### src/rtl/rpvc_pkg.sv
// rpvc_pkg: shared constants, codes and widths of the position/velocity controller
// used by every module in rtl/, no dependencies
`default_nettype none

package rpvc_pkg;

	localparam int FRAC_BITS_DEF = 16;
	localparam int COORD_W       = 32;
	localparam int MUL_W         = 33;
	localparam int PROD_W        = 2 * MUL_W;
	localparam int GAIN_W        = 31;
	localparam int DGAIN_W       = 24;
	localparam int TOL_W         = 16;
	localparam int CFG_IDX_W     = 3;
	localparam int AXES          = 3;

	localparam logic [DGAIN_W-1:0] DGAIN_RESET = DGAIN_W'(655360);
	localparam logic [TOL_W-1:0]   TOL_RESET   = TOL_W'(328);

	typedef enum logic [0:0] {
		OP_TARGET = 1'b0,
		OP_ROBOT  = 1'b1
	} opcode_t;

	typedef enum logic [CFG_IDX_W-1:0] {
		CFG_OFFSET_X     = 3'd0,
		CFG_OFFSET_Y     = 3'd1,
		CFG_OFFSET_Z     = 3'd2,
		CFG_VAR_GAIN_ON  = 3'd3,
		CFG_DIST_GAIN    = 3'd4,
		CFG_ARRIVE_TOL   = 3'd5
	} cfg_idx_t;

endpackage

`default_nettype wire

### src/rtl/rpvc_mul.sv
// rpvc_mul: bit-serial unsigned shift-add multiplier, one multiplier bit per cycle
// depends on rpvc_pkg
`default_nettype none

module rpvc_mul import rpvc_pkg::*; #(
	parameter int W = MUL_W
) (
	input  wire logic           clk,
	input  wire logic           arst_n,
	input  wire logic           start,
	input  wire logic [W-1:0]   a,
	input  wire logic [W-1:0]   b,
	output logic                done,
	output logic [2*W-1:0]      prod
);

	localparam int CntW = $clog2(W);

	logic            run_q;
	logic            done_q;
	logic [CntW-1:0] cnt_q;
	logic [W-1:0]    a_q;
	logic [W-1:0]    hi_q;
	logic [W-1:0]    lo_q;
	logic [W:0]      sum;

	assign sum = {1'b0, hi_q} + (lo_q[0] ? {1'b0, a_q} : '0);

	always_ff @(posedge clk or negedge arst_n) begin
		if (!arst_n) begin
			run_q  <= 1'b0;
			done_q <= 1'b0;
			cnt_q  <= '0;
		end else begin
			done_q <= 1'b0;
			if (start) begin
				run_q <= 1'b1;
				cnt_q <= '0;
			end else if (run_q) begin
				if (cnt_q == CntW'(W - 1)) begin
					run_q  <= 1'b0;
					done_q <= 1'b1;
				end
				cnt_q <= cnt_q + CntW'(1);
			end
		end
	end

	always_ff @(posedge clk) begin
		if (start) begin
			a_q  <= a;
			hi_q <= '0;
			lo_q <= b;
		end else if (run_q) begin
			hi_q <= sum[W:1];
			lo_q <= {sum[0], lo_q[W-1:1]};
		end
	end

	assign done = done_q;
	assign prod = {hi_q, lo_q};

endmodule

`default_nettype wire

### src/rtl/rpvc_sqrt.sv
// rpvc_sqrt: floor integer square root, one root bit per cycle (restoring)
// depends on rpvc_pkg
`default_nettype none

module rpvc_sqrt import rpvc_pkg::*; #(
	parameter int W = MUL_W
) (
	input  wire logic           clk,
	input  wire logic           arst_n,
	input  wire logic           start,
	input  wire logic [2*W-1:0] rad,
	output logic                done,
	output logic [W-1:0]        root
);

	localparam int CntW = $clog2(W);

	logic            run_q;
	logic            done_q;
	logic [CntW-1:0] cnt_q;
	logic [2*W-1:0]  rad_q;
	logic [W+1:0]    rem_q;
	logic [W-1:0]    root_q;
	logic [W+3:0]    rem_sh;
	logic [W+3:0]    trial;
	logic [W+3:0]    rem_dif;
	logic            ge;

	assign rem_sh  = {rem_q, rad_q[2*W-1 -: 2]};
	assign trial   = {2'b00, root_q, 2'b01};
	assign ge      = (rem_sh >= trial);
	assign rem_dif = rem_sh - trial;

	always_ff @(posedge clk or negedge arst_n) begin
		if (!arst_n) begin
			run_q  <= 1'b0;
			done_q <= 1'b0;
			cnt_q  <= '0;
		end else begin
			done_q <= 1'b0;
			if (start) begin
				run_q <= 1'b1;
				cnt_q <= '0;
			end else if (run_q) begin
				if (cnt_q == CntW'(W - 1)) begin
					run_q  <= 1'b0;
					done_q <= 1'b1;
				end
				cnt_q <= cnt_q + CntW'(1);
			end
		end
	end

	always_ff @(posedge clk) begin
		if (start) begin
			rad_q  <= rad;
			rem_q  <= '0;
			root_q <= '0;
		end else if (run_q) begin
			rad_q  <= {rad_q[2*W-3:0], 2'b00};
			rem_q  <= ge ? rem_dif[W+1:0] : rem_sh[W+1:0];
			root_q <= {root_q[W-2:0], ge};
		end
	end

	assign done = done_q;
	assign root = root_q;

endmodule

`default_nettype wire

### src/rtl/reactive_position_velocity_control.sv
// robot event: velocity per axis is gain times distance to the target, once a target is received
// target event: fixed unity gain, or from the second target on with variable gain on:
//   squares of the axis distances, sum (ST_SUM_A, ST_SUM_B), root, gain multiply
// one transaction at a time; a finished result waits in the output register
// asynchronous reset clears the control, target and output state and restores register defaults
// depends on rpvc_pkg, rpvc_mul, rpvc_sqrt
`default_nettype none

module reactive_position_velocity_control import rpvc_pkg::*; #(
	parameter int FRAC_BITS = FRAC_BITS_DEF
) (
	input  wire logic                 clk,
	input  wire logic                 arst_n,
	input  wire logic                 cfg_we,
	input  wire logic [CFG_IDX_W-1:0] cfg_index,
	input  wire logic [COORD_W-1:0]   cfg_data,
	input  wire logic                 cmd_valid,
	output logic                      cmd_stall,
	input  wire logic                 opcode,
	input  wire logic signed [31:0]   pos_x,
	input  wire logic signed [31:0]   pos_y,
	input  wire logic signed [31:0]   pos_z,
	output logic                      res_valid,
	input  wire logic                 res_stall,
	output logic signed [31:0]        vel_x,
	output logic signed [31:0]        vel_y,
	output logic signed [31:0]        vel_z,
	output logic                      forward_state
);

	localparam logic [GAIN_W-1:0] GainOne = GAIN_W'(1) << FRAC_BITS;

	typedef enum logic [3:0] {
		ST_IDLE,
		ST_TGT_CHK,
		ST_SQ_RUN,
		ST_SUM_A,
		ST_SUM_B,
		ST_SQRT_GO,
		ST_SQRT_RUN,
		ST_GMUL_GO,
		ST_GMUL_RUN,
		ST_GAIN_SET,
		ST_VEL_CHK,
		ST_VEL_RUN,
		ST_OUT
	} state_t;

	state_t state_q;

	logic signed [COORD_W-1:0] off_q    [AXES];
	logic                      var_gain_q;
	logic [DGAIN_W-1:0]        dgain_q;
	logic [TOL_W-1:0]          tol_q;

	logic signed [COORD_W-1:0] tgt_q    [AXES];
	logic signed [COORD_W-1:0] start_q  [AXES];
	logic signed [COORD_W-1:0] robot_q  [AXES];
	logic [GAIN_W-1:0]         gain_q;
	logic [1:0]                seen_q;
	logic                      tgt_rcv_q;
	logic                      reached_q;
	logic [PROD_W-1:0]         sum_q;

	logic                      res_valid_q;
	logic signed [COORD_W-1:0] vel_q    [AXES];
	logic                      fwd_q;

	logic signed [COORD_W-1:0] pos_in   [AXES];
	logic [COORD_W:0]          tadd     [AXES];
	logic signed [COORD_W-1:0] tsat     [AXES];
	logic [COORD_W:0]          diff     [AXES];
	logic [MUL_W-1:0]          mag      [AXES];
	logic [COORD_W:0]          sdiff    [AXES];
	logic [COORD_W:0]          smag     [AXES];
	logic [PROD_W-1:0]         vsh      [AXES];
	logic [COORD_W-1:0]        vmag     [AXES];
	logic signed [COORD_W-1:0] vel_next [AXES];
	logic [MUL_W-1:0]          mul_a    [AXES];
	logic [MUL_W-1:0]          mul_b    [AXES];
	logic [PROD_W-1:0]         prod     [AXES];
	logic [AXES-1:0]           lane_done;
	logic                      in_tol;
	logic                      need_sq;
	logic                      mul_start;
	logic                      mul_done;
	logic                      sqrt_done;
	logic [MUL_W-1:0]          root;
	logic [PROD_W-1:0]         gsh;
	logic [GAIN_W-1:0]         gain_next;

	assign pos_in[0] = pos_x;
	assign pos_in[1] = pos_y;
	assign pos_in[2] = pos_z;

	assign need_sq   = var_gain_q && (seen_q == 2'd2);
	assign mul_start = (state_q == ST_TGT_CHK && need_sq)
	                || (state_q == ST_VEL_CHK && tgt_rcv_q)
	                || (state_q == ST_GMUL_GO);
	assign mul_done  = &lane_done;

	always_comb begin
		in_tol = 1'b1;
		for (int i = 0; i < AXES; i++) begin
			tadd[i] = {pos_in[i][COORD_W-1], pos_in[i]} + {off_q[i][COORD_W-1], off_q[i]};
			if (tadd[i][COORD_W] != tadd[i][COORD_W-1])
				tsat[i] = tadd[i][COORD_W] ? {1'b1, {(COORD_W-1){1'b0}}}
				                           : {1'b0, {(COORD_W-1){1'b1}}};
			else
				tsat[i] = tadd[i][COORD_W-1:0];

			diff[i] = {tgt_q[i][COORD_W-1], tgt_q[i]} - {robot_q[i][COORD_W-1], robot_q[i]};
			mag[i]  = diff[i][COORD_W] ? (~diff[i] + 1'b1) : diff[i];

			sdiff[i] = {robot_q[i][COORD_W-1], robot_q[i]} - {start_q[i][COORD_W-1], start_q[i]};
			smag[i]  = sdiff[i][COORD_W] ? (~sdiff[i] + 1'b1) : sdiff[i];
			if (smag[i] >= {{(COORD_W+1-TOL_W){1'b0}}, tol_q})
				in_tol = 1'b0;

			vsh[i] = prod[i] >> FRAC_BITS;
			if ((|vsh[i][PROD_W-1:COORD_W]) || (vsh[i][COORD_W-1] && (|vsh[i][COORD_W-2:0])))
				vmag[i] = {1'b1, {(COORD_W-1){1'b0}}};
			else
				vmag[i] = vsh[i][COORD_W-1:0];
			if (diff[i][COORD_W])
				vel_next[i] = ~vmag[i] + 1'b1;
			else if (vmag[i][COORD_W-1])
				vel_next[i] = {1'b0, {(COORD_W-1){1'b1}}};
			else
				vel_next[i] = vmag[i];

			if (state_q == ST_GMUL_GO && i == 0) begin
				mul_a[i] = root;
				mul_b[i] = MUL_W'(dgain_q);
			end else if (state_q == ST_TGT_CHK) begin
				mul_a[i] = mag[i];
				mul_b[i] = mag[i];
			end else begin
				mul_a[i] = mag[i];
				mul_b[i] = MUL_W'(gain_q);
			end
		end
	end

	assign gsh       = prod[0] >> FRAC_BITS;
	assign gain_next = (|gsh[PROD_W-1:GAIN_W]) ? '1 : gsh[GAIN_W-1:0];

	for (genvar g = 0; g < AXES; g++) begin : g_lane
		rpvc_mul #(
			.W (MUL_W)
		) u_mul (
			.clk    (clk),
			.arst_n (arst_n),
			.start  (mul_start),
			.a      (mul_a[g]),
			.b      (mul_b[g]),
			.done   (lane_done[g]),
			.prod   (prod[g])
		);
	end

	rpvc_sqrt #(
		.W (MUL_W)
	) u_sqrt (
		.clk    (clk),
		.arst_n (arst_n),
		.start  (state_q == ST_SQRT_GO),
		.rad    (sum_q),
		.done   (sqrt_done),
		.root   (root)
	);

	always_ff @(posedge clk or negedge arst_n) begin
		if (!arst_n) begin
			state_q     <= ST_IDLE;
			var_gain_q  <= 1'b0;
			dgain_q     <= DGAIN_RESET;
			tol_q       <= TOL_RESET;
			gain_q      <= '0;
			seen_q      <= '0;
			tgt_rcv_q   <= 1'b0;
			reached_q   <= 1'b0;
			sum_q       <= '0;
			res_valid_q <= 1'b0;
			fwd_q       <= 1'b0;
			for (int i = 0; i < AXES; i++) begin
				off_q[i]   <= '0;
				tgt_q[i]   <= '0;
				start_q[i] <= '0;
				robot_q[i] <= '0;
				vel_q[i]   <= '0;
			end
		end else begin
			if (cfg_we) begin
				case (cfg_index)
					CFG_OFFSET_X:    off_q[0]   <= cfg_data;
					CFG_OFFSET_Y:    off_q[1]   <= cfg_data;
					CFG_OFFSET_Z:    off_q[2]   <= cfg_data;
					CFG_VAR_GAIN_ON: var_gain_q <= cfg_data[0];
					CFG_DIST_GAIN:   dgain_q    <= cfg_data[DGAIN_W-1:0];
					CFG_ARRIVE_TOL:  tol_q      <= cfg_data[TOL_W-1:0];
					default: ;
				endcase
			end

			if (res_valid_q && !res_stall && (state_q != ST_OUT))
				res_valid_q <= 1'b0;

			case (state_q)
				ST_IDLE: begin
					if (cmd_valid) begin
						if (opcode == OP_TARGET) begin
							for (int i = 0; i < AXES; i++) begin
								tgt_q[i] <= tsat[i];
								if (seen_q == 2'd0)
									start_q[i] <= tsat[i];
							end
							if (seen_q != 2'd2)
								seen_q <= seen_q + 2'd1;
							tgt_rcv_q <= 1'b1;
							state_q   <= ST_TGT_CHK;
						end else begin
							for (int i = 0; i < AXES; i++)
								robot_q[i] <= pos_in[i];
							state_q <= ST_VEL_CHK;
						end
					end
				end
				ST_TGT_CHK: begin
					if (need_sq) begin
						state_q <= ST_SQ_RUN;
					end else begin
						gain_q  <= GainOne;
						state_q <= ST_IDLE;
					end
				end
				ST_SQ_RUN: begin
					if (mul_done)
						state_q <= ST_SUM_A;
				end
				ST_SUM_A: begin
					sum_q   <= prod[0] + prod[1];
					state_q <= ST_SUM_B;
				end
				ST_SUM_B: begin
					sum_q   <= sum_q + prod[2];
					state_q <= ST_SQRT_GO;
				end
				ST_SQRT_GO: begin
					state_q <= ST_SQRT_RUN;
				end
				ST_SQRT_RUN: begin
					if (sqrt_done)
						state_q <= ST_GMUL_GO;
				end
				ST_GMUL_GO: begin
					state_q <= ST_GMUL_RUN;
				end
				ST_GMUL_RUN: begin
					if (mul_done)
						state_q <= ST_GAIN_SET;
				end
				ST_GAIN_SET: begin
					gain_q  <= gain_next;
					state_q <= ST_IDLE;
				end
				ST_VEL_CHK: begin
					state_q <= tgt_rcv_q ? ST_VEL_RUN : ST_IDLE;
				end
				ST_VEL_RUN: begin
					if (mul_done)
						state_q <= ST_OUT;
				end
				ST_OUT: begin
					if (!res_valid_q || !res_stall) begin
						for (int i = 0; i < AXES; i++)
							vel_q[i] <= vel_next[i];
						fwd_q       <= reached_q || in_tol;
						reached_q   <= reached_q || in_tol;
						res_valid_q <= 1'b1;
						state_q     <= ST_IDLE;
					end
				end
				default: state_q <= ST_IDLE;
			endcase
		end
	end

	assign cmd_stall     = (state_q != ST_IDLE);
	assign res_valid     = res_valid_q;
	assign vel_x         = vel_q[0];
	assign vel_y         = vel_q[1];
	assign vel_z         = vel_q[2];
	assign forward_state = fwd_q;

endmodule

`default_nettype wire

### config.mk
export PLATFORM = sky130hd
export DESIGN_NAME = reactive_position_velocity_control
export DESIGN_NICKNAME = d
export VERILOG_FILES = /design/src/rtl/rpvc_pkg.sv /design/src/rtl/rpvc_mul.sv /design/src/rtl/rpvc_sqrt.sv /design/src/rtl/reactive_position_velocity_control.sv
export SDC_FILE = /design/constraint.sdc
export NUM_CORES = 2
export LEC_CHECK = 0
export BUFFER_PORTS_ARGS = -buffer_cell sky130_fd_sc_hd__buf_2
export CAP_MARGIN = 20
export CORE_MARGIN = 1.5
export CORE_UTILIZATION = 42
export CTS_CLUSTER_DIAMETER = 60
export DETAILED_ROUTE_END_ITERATION = 8
export HOLD_SLACK_MARGIN = 0.02
export PLACE_DENSITY_LB_ADDON = 0.2
export SYNTH_ARGS = -nofsm -noshare
export SYNTH_HDL_FRONTEND = slang
export SYNTH_SLANG_ARGS = --single-unit
export TNS_END_PERCENT = 30
### constraint.sdc
create_clock -name clk -period 7 [get_ports clk]
set_input_delay 1.4 -clock clk [delete_from_list [all_inputs] [get_ports clk]]
set_output_delay 1.4 -clock clk [all_outputs]
set_load 0.02 [all_outputs]
==> results.yml <==
status:
  status: "completed"
setup_path:
  crit_path_top_delay_cell: "o211ai_1"
  crit_arrival_ns: 6.68
  start_kind: "flop"
  r2r_cells: 29
  worstPathRequired_ns: 7.73
  r2r-start: "robot_q[32]"
  max_stage_delay_ns: 0.70
  r2r-end: "forward_state"
  worstSetupEndpointType: "flop"
  crit_path_max_fanout: 15
  critical_path_class: "reg2reg"
  r2r_slack_ns: 1.05
  cpMostUsedCell: "a21oi_1"
die:
  die-area_um2: 191000
  start_util_pct: 42.2
  pin_count: 236
  std_cell_rows: 159
  coreArea_um2: 187000
  die_h_um: 437
  die_w_um: 437
timing:
  relSlewSlack_pct: 26.4
  fmax_mhz: 168
  final_max_slew_viol_count: 0
  report.final.hold_viol_count: 0
  tightest_slew_ns: 1.10
  final.setup_skew_ns: 0.0366
  setup_viol: 0
  fin_crit_sh_pct: 85.0
  setup_tns_ns: 0
  rsz0062_at_grt: "false"
  holdWs_ns: 0.472
  post-route-min-period_ns: 5.95
  setup_slack_ns: 1.05
logic_synthesis:
  synthTopCellsByArea: "dfrtp_1 21%, edfxtp_1 10%, ha_1 9.8%"
  seq_area_frac_synth_pct: 35.1
  yosysTopAreaCell: "dfrtp_1"
  synth-seq-cells: 1090
  synth_nets: 9974
  syn_area_um2: 79100
  ys_warn_count: 0
  synthDistinctLibCells: 118
  async_flop_share_pct: 60.5
  synthCells: 9204
  synth_enable_flop_cells: 264
  syn_area_per_cell_um2: 8.59
  synth_top_area_share_pct: 20.7
  ys.flop_type: "dfrtp_1"
routing:
  post_drt_wl_per_cell_um: 24.9
  drt-total-wl_um: 297000
  first_pass_iters: 8
  vias: 70800
  drtIter0Drc: 6926
  drc: 0
  ant_nets: 0
  vias_per_cell: 5.93
placement:
  dp_cells: 11600
  gp_congestion: 0.953
  place_ws_ns: 0.899
  hpwl_um: 232000
  io_buffer_count: 235
finish:
  fillerInstances: 18200
  area_growth_syn_to_layout_pct: 11.1
  instances_no_fill: 11900
  multi_input_area_um2: 48300
  layout-drive-gt1-share_pct: 9.76
  seqCellArea_um2: 27800
  nNetsFinal: 10100
clock_network:
  clockBufferDepth: 3
  clockRootBuffer: "clkbuf_16"
  clk_latency_ns: 0.81
  post-cts-setup-buffers: 0
  cts_htree_levels: 4
  holdBufCountCts: 0
  cts_buffers: 142
  cts_tree: "yes"
  clk_pin_slew_ns: 0.06
  cts.sinks: 1090
  ctsResizeCount: 0
hold_path:
  worstHoldPathCells: 1
  holdPathEnd: "vel_z[16]"
  hold_class: "reg2reg"
  min_from: "vel_z[16]"
global_routing:
  grt_overflow: 0
  grt_pass1_wl_um: 435000
  grt_usage_pct: 30.1
  first_global_vias: 66400
  antenna_found_initial: 20
  grt_max_degree: 156
flow_run:
  max_cap_viol_count: 0
critical path: cells and delay by family, from the launching register on:
family,cells,cell delay [ns]
flip-flops,1,0.39
AO/OA/AOI/OAI,12,2.63
buffers and inverters,2,0.32
adder cells (fa/ha/maj),3,0.90
AND/OR/NAND/NOR,12,1.66
cell families (layout without fill, tap and decap cells):
| family | after synthesis | after routing | synth area share [%] |
|---|---|---|---|
| flops | 1090 | 1090 | 35.1 |
| fa+ha+maj | 647 | 647 | 10.3 |
| buf+inv | 841 | 1051 | 4.03 |
| simple gates | 2936 | 2936 | 17.2 |
| other cells | 0 | 22 | 0 |
| xor+xnor | 632 | 632 | 7.00 |
| mux | 356 | 356 | 4.89 |
| compound gates | 2702 | 2702 | 21.4 |
worst max path at each step:
stage           startpoint                      to  slack, ns  cells past startpoint
5_1_grt        robot_q[32]           forward_state       0.54                     29
3_3_place_gp      pos_z[1]              start_q[4]       0.98                     17
6_report       robot_q[32]           forward_state       1.05                     29
2_1_floorplan   state_q[1]  g_lane[0].u_mul.a_q[0]       1.42                     10
4_1_cts        robot_q[32]           forward_state       1.07                     29
3_5_place_dp      pos_z[1]                tgt_q[4]       0.90                     17
area by class of cell:
| cell class | count | share of cell area (%) |
|---|---|---|
| multi-input combinational | 7273 | 55.0 |
| sequential | 1090 | 31.6 |
| clock inverter | 69 | 0.863 |
| timing repair buffer | 333 | 2.28 |
| inverter | 454 | 1.95 |
| clock buffer | 195 | 4.68 |
| antenna | 22 | 0.0627 |
| tap | 2495 | 3.55 |
through the flow:
stage	instance area, um2	util, %
after global placement	82900	44.2
final	87900	46.9
after detailed placement	82900	44.2
after floorplan	79100	-
after global routing	87800	46.9
after CTS	87700	46.8
metal layers:
metal	wire length, um	track usage [%]
met4	15100	13.8
met5	0	0
met2	138000	49.2
met3	18500	4.17
met1	126000	39.3
flip-flops by register name, summed over array words and instances (netlist names), 32 cells and up:
name               flops
g_lane.u_mul.a_q      99
g_lane.u_mul.hi_q     99
g_lane.u_mul.lo_q     99
off_q                 96
robot_q               96
start_q               96
sum_q                 66
tgt_q                 96
u_sqrt.rad_q          66
u_sqrt.rem_q          35
u_sqrt.root           33
vel_x                 32
vel_y                 32
vel_z                 32
cell usage in the layout, fill, tap and decap left out, types with 264 or more instances in the layout:
| cell | netlist | final |
|---|---|---|
| o21ai_0 | 641 | 640 |
| a21o_1 | 291 | 291 |
| dfrtp_1 | 654 | 652 |
| inv_1 | 451 | 450 |
| nor2_1 | 833 | 828 |
| xnor2_1 | 381 | 381 |
| a21oi_1 | 798 | 796 |
| ha_1 | 619 | 619 |
| edfxtp_1 | 264 | 264 |
| nand2_1 | 1069 | 1066 |
synthesized netlist by cell type, drive strengths merged, types with 49 or more instances:
cell / n
a21o: 291
o21bai: 69
a21oi: 798
dfxtp: 167
and2: 139
xnor2: 381
nor2: 834
mux2: 239
nand3: 148
o211ai: 51
ha: 619
nor2b: 87
o31ai: 54
dfrtp: 654
inv: 452
edfxtp: 264
and3: 64
a211oi: 126
a22oi: 55
o21ai: 665
nand4: 78
nand2: 1071
nor3: 154
o21a: 94
clkbuf: 352
nor4: 62
xor2: 251
nand2b: 106
or3: 53
mux2i: 117
o22ai: 49
a31oi: 137
Power is left out: the tool's default activity adds up to more than one toggle a clock period on the data nets, which glitch-free logic cannot reach.
